--- src/sv/ebrq_mem.sv ---
// Byte store of the escaped byte ring queue: one write port and one registered read port.
// Depends on nothing outside this file.
`timescale 1ns / 1ps
`default_nettype none
module ebrq_mem #(
	parameter int unsigned DEPTH = 512
) (
	input  wire logic                     clk,
	input  wire logic                     wr_en,
	input  wire logic [$clog2(DEPTH)-1:0] wr_addr,
	input  wire logic [7:0]               wr_data,
	input  wire logic [$clog2(DEPTH)-1:0] rd_addr,
	output logic      [7:0]               rd_data
);

	logic [7:0] mem [DEPTH];

	always_ff @(posedge clk) begin
		if (wr_en) begin
			mem[wr_addr] <= wr_data;
		end
		rd_data <= mem[rd_addr];
	end

endmodule
`default_nettype wire

--- config.mk ---
export PLATFORM = sky130hd
export DESIGN_NAME = ebrq_mem
export DESIGN_NICKNAME = d
export VERILOG_FILES = /design/src/sv/ebrq_mem.sv
export SDC_FILE = /design/constraint.sdc
export NUM_CORES = 2
export LEC_CHECK = 0
export BUFFER_PORTS_ARGS = -buffer_cell sky130_fd_sc_hd__clkbuf_2
export CAP_MARGIN = 20
export CORE_ASPECT_RATIO = 0.9
export CORE_MARGIN = 2
export CORE_UTILIZATION = 46
export DETAILED_ROUTE_END_ITERATION = 10
export PLACE_DENSITY = 0.69
export SLEW_MARGIN = 5
export SYNTH_ARGS = -nofsm -noshare
export SYNTH_HDL_FRONTEND = slang
export SYNTH_SLANG_ARGS = --single-unit
export TNS_END_PERCENT = 50
--- constraint.sdc ---
create_clock -name clk -period 2.66 [get_ports clk]
set_input_delay 0.133 -clock clk [delete_from_list [all_inputs] [get_ports clk]]
set_output_delay 0.133 -clock clk [all_outputs]
set_load 0.05 [all_outputs]
==> metrics.md <==
| Metric | Value |
|---|---|
| Iteration-0 DRC Markers | between 10000 and 15000 |
| Max cap viols | 0 |
| Vias in the first global route | a little under 90000 |
| GPL Wtd Cong | between 0.9 and 1 |
| Clock Skews | roughly 0.034 ns |
| Inserted Clock Buffers | 398 |
| Least-Margin Pin Slew | around 0.96 ns |
| Layout cell share with drive strength beyond 1 | 27.06% |
| Pwr dens | between 700 and 800 nW/um^2 |
| Worst slew margin relative to its limit | 35.48% |
| Total die area | 352400 um^2 |
| Cell Rows | 205 |
| Final hold vios | 0 |
| R2R cell count | 9 |
| WP buf/inv | 2 |
| Arrival time of the worst setup path | 3.46 ns |
| FFs w/ async S/R, synth | 0% |
| First-pass GRT wire length | about 610000 um |
| Clock share of power | about two fifths |
| Syn Nets | 8058 |
| Remaining DRCs | 0 |
| Min Tclk post-route | around 2.6 ns |
| Sw Ratio | 21.55% |
| Seq cells post-synth | about 4100 |
| Worst EP required | between 3 and 4 ns |
| DR WL/cell | between 30 and 40 um |
| Post-Synthesis Cell Area | 159900 um^2 |
| Die Ht | 563.4 um |
| Clock Path Buffers | 4 |
| Yosys top cell by area | edfxtp_1 |
| Yosys top cell area share | between 70 and 80% |
| Ranking of synthesized cells by area | edfxtp_1 77%, mux4_2 9.2%, mux2i_1 5.0% |
| Final setup TNS | 0 ns |
| Final worst-path cycle share | a little over nine tenths |
| Number of enable flip-flop cells after synthesis | 4096 |
| Worst Setup Start Kind | flop |
| Via Count | 86990 |
| Clock sink count | between 4000 and 5000 |
| Comb pwr share | under 10% |
| Cell leakage power | 62.11 nW |
| Port buffer count | 35 |
| Grt ovf | 0 |
| DRT antenna net count | 0 |
| Clk root buf | clkbuf_16 |
| Worst-path clk slew | ~0.060 ns |
| Critical Path, Cell by Cell | mux2i_1 > o221ai_1 > a21oi_1 > nor4_1 > buf_4 > nand4_1 > buf_4 > nor4_1 > o2111a_1 |
| CP max-delay cell | nor4_1 |
| CP Capture Type | flop |
| Boundary Pins | 36 |
| Worst hold path class | in -> reg |
| Via density | between 6 and 7 |
| Final setup fails | 0 |
| CTS tree | done |
| Die width | 625.5 um |
| CP Max Fanout | 2 |
| Total GRT Usage | 23.79% |
| Worst path depth | 9 |
| Yosys warning count | 0 |
| Top delay family on crit path | compound AO/OA/AOI/OAI gates |
| WL final | approximately 430000 um |
| Count of different cell masters after synthesis | between 50 and 60 |
| Layout area overhead | 17.80% |
| Post-synth top flop | edfxtp_1 |
| H-tree levels | 5 |
| Slowest Stage Delay on Critical Path | approximately 0.45 ns |
| Post-synthesis sequential area ratio | between 70% and 80% |
| # nets final | approximately 9300 |
| Final Slew Violations | 0 |
| Critical path class | reg -> reg |
| Largest net degree at the start of global routing | 125 |
| DRT Pass-1 Iters | 9 |
| Gate Count Post-Synth | approximately 8000 |
| Total power | around 130 mW |
| Highest clock rate | just under 400 MHz |
| P_sw | between 20 and 30 mW |
| Initial Util | a little under half |
| CORE AREA | approximately 350000 um^2 |
| Initial antenna violation count | 14 |
| WHS Path Cells | 4 |
| Skew-Pair Late Insertion Delay | 0.96 ns |
| Internal Power | about 110 mW |
| Status | finished clean |
| HPWL Detailed | 273500 um |
| Sequential share of power | a little over half |
| Peak VDD IR | between 0.6 and 0.7 mV |
| Avg Cell Area, Syn | 19.92 um^2 |
[cells in the mapped netlist, drive strengths merged (4+ instances only)]
cell type and instances:
and2 20, a21oi 194, dfxtp 8, or2 5, nor3b 8, nand2 111, a22oi 61, o41ai 7
edfxtp 4096, nand2b 4, and3b 4, o31ai 13, o311ai 6, nand3 36, nand4 32, nor3 109
mux4 654, or3 6, nor2b 6, clkbuf 265, and3 4, o21ai 119, buf 248, mux2i 797
a211oi 17, nor4 36, o221ai 372, nor2 597, o2111a 8, o22ai 163, a22o 5
[layout by cell type, fill, tap and decap left out, types with 32 or more instances in the layout]
master,n
clkinv_1,87
o21ai_0,117
clkbuf_1,86
nand2_1,98
o22ai_1,163
mux2i_1,797
mux4_2,654
bufinv_16,37
nand4_1,32
o221ai_1,370
nor2_1,596
clkinv_2,62
edfxtp_1,4096
buf_4,1123
buf_12,191
nor3_1,108
clkbuf_16,402
a21oi_1,194
a22oi_1,61
nand3_1,32
[logic make-up (layout without fill, tap and decap cells)]
| logic type | after synthesis | after routing | share of synthesized area, % |
|---|---|---|---|
| DFF | 4104 | 4104 | 77.01 |
| muxes | 1451 | 1451 | 14.20 |
| and+or+nand+nor | 980 | 980 | 2.631 |
| AOI/OAI and AO/OA | 979 | 979 | 4.313 |
| buffers and inverters | 516 | 2088 | 1.849 |
| other | 0 | 14 | 0 |
[per-stage QoR]
step / util, % / instance area, um^2 / hold slack, ns / std cells / worst slack [ns]
final: 54.41 / 188400 / 0.08185 / 14170 / 0.08072
after global routing: 54.40 / 188400 / 0.07962 / 14160 / -0.006045
after CTS: 54.38 / 188300 / 0.01698 / 14150 / 0.04512
after detailed placement: 50.65 / 175400 / 0.5542 / 13420 / -0.8754
after global placement: 50.65 / 175400 / 0.5479 / 13420 / -1.153
after floorplan: - / 159900 / 0.2319 / 8030 / 0.5552
[area by class of cell]
type / instances / area (um^2)
fill: 25730 / 157900
antenna: 14 / 35.03
sequential: 4104 / 123200
clock inverter: 234 / 2369
tap: 4554 / 5698
timing repair buffer: 1360 / 12640
multi-input combinational: 3410 / 34050
inverter: 3 / 18.77
clock buffer: 491 / 10420
[per-layer routing]
layer,wire length (um),track usage [%],vias up
met1,163700,33.15,44930
li1,-,-,35970
met5,14,0,-
met2,197200,36.91,5248
met4,16880,8.783,4
met3,48040,5.367,827
[worst reg2reg max path: cells and delay by family, from the launching register on]
family | cells | cell delay (ns)
buffers and inverters | 2 | 0.33
muxes | 1 | 0.10
and+or+nand+nor | 3 | 0.85
AOI/OAI and AO/OA | 3 | 0.89
DFF | 1 | 0.34
[power groups by stage]
| stage | combinational [mW] | clock [mW] | sequential, mW |
|---|---|---|---|
| after detailed placement | 7.59 | 0 | 72.6 |
| after global routing | 8.02 | 58.6 | 71.2 |
| final | 7.72 | 55.7 | 71.2 |
| after CTS | 7.64 | 56.3 | 71.2 |
| after floorplan | 3.39 | 0 | 72.7 |
| after global placement | 7.45 | 0 | 72.6 |
[registers in the layout, summed over array words and instances (netlist names)]
register,flops
mem,4096
rd_data,8
[worst paths after layout]
path          startpoint           to  slack, ns
min reg2reg  mem[154][1]   rd_data[1]       1.15
min           wr_addr[1]  mem[411][3]       0.08
max           mem[58][7]   rd_data[7]       0.08
max reg2reg   mem[58][7]   rd_data[7]       0.08
[what timing repair did]
| action | CTS | global route |
|---|---|---|
| hold buffers | 9 | 0 |
| pin swaps | 0 | 2 |
| resized for setup | 6 | 4 |
| hold endpoints to repair | 2379 | 0 |
| buffers inserted | 0 | 0 |
| setup endpoints to repair | 5 | 4 |
Note: power is estimated with default switching activity, not from simulation.
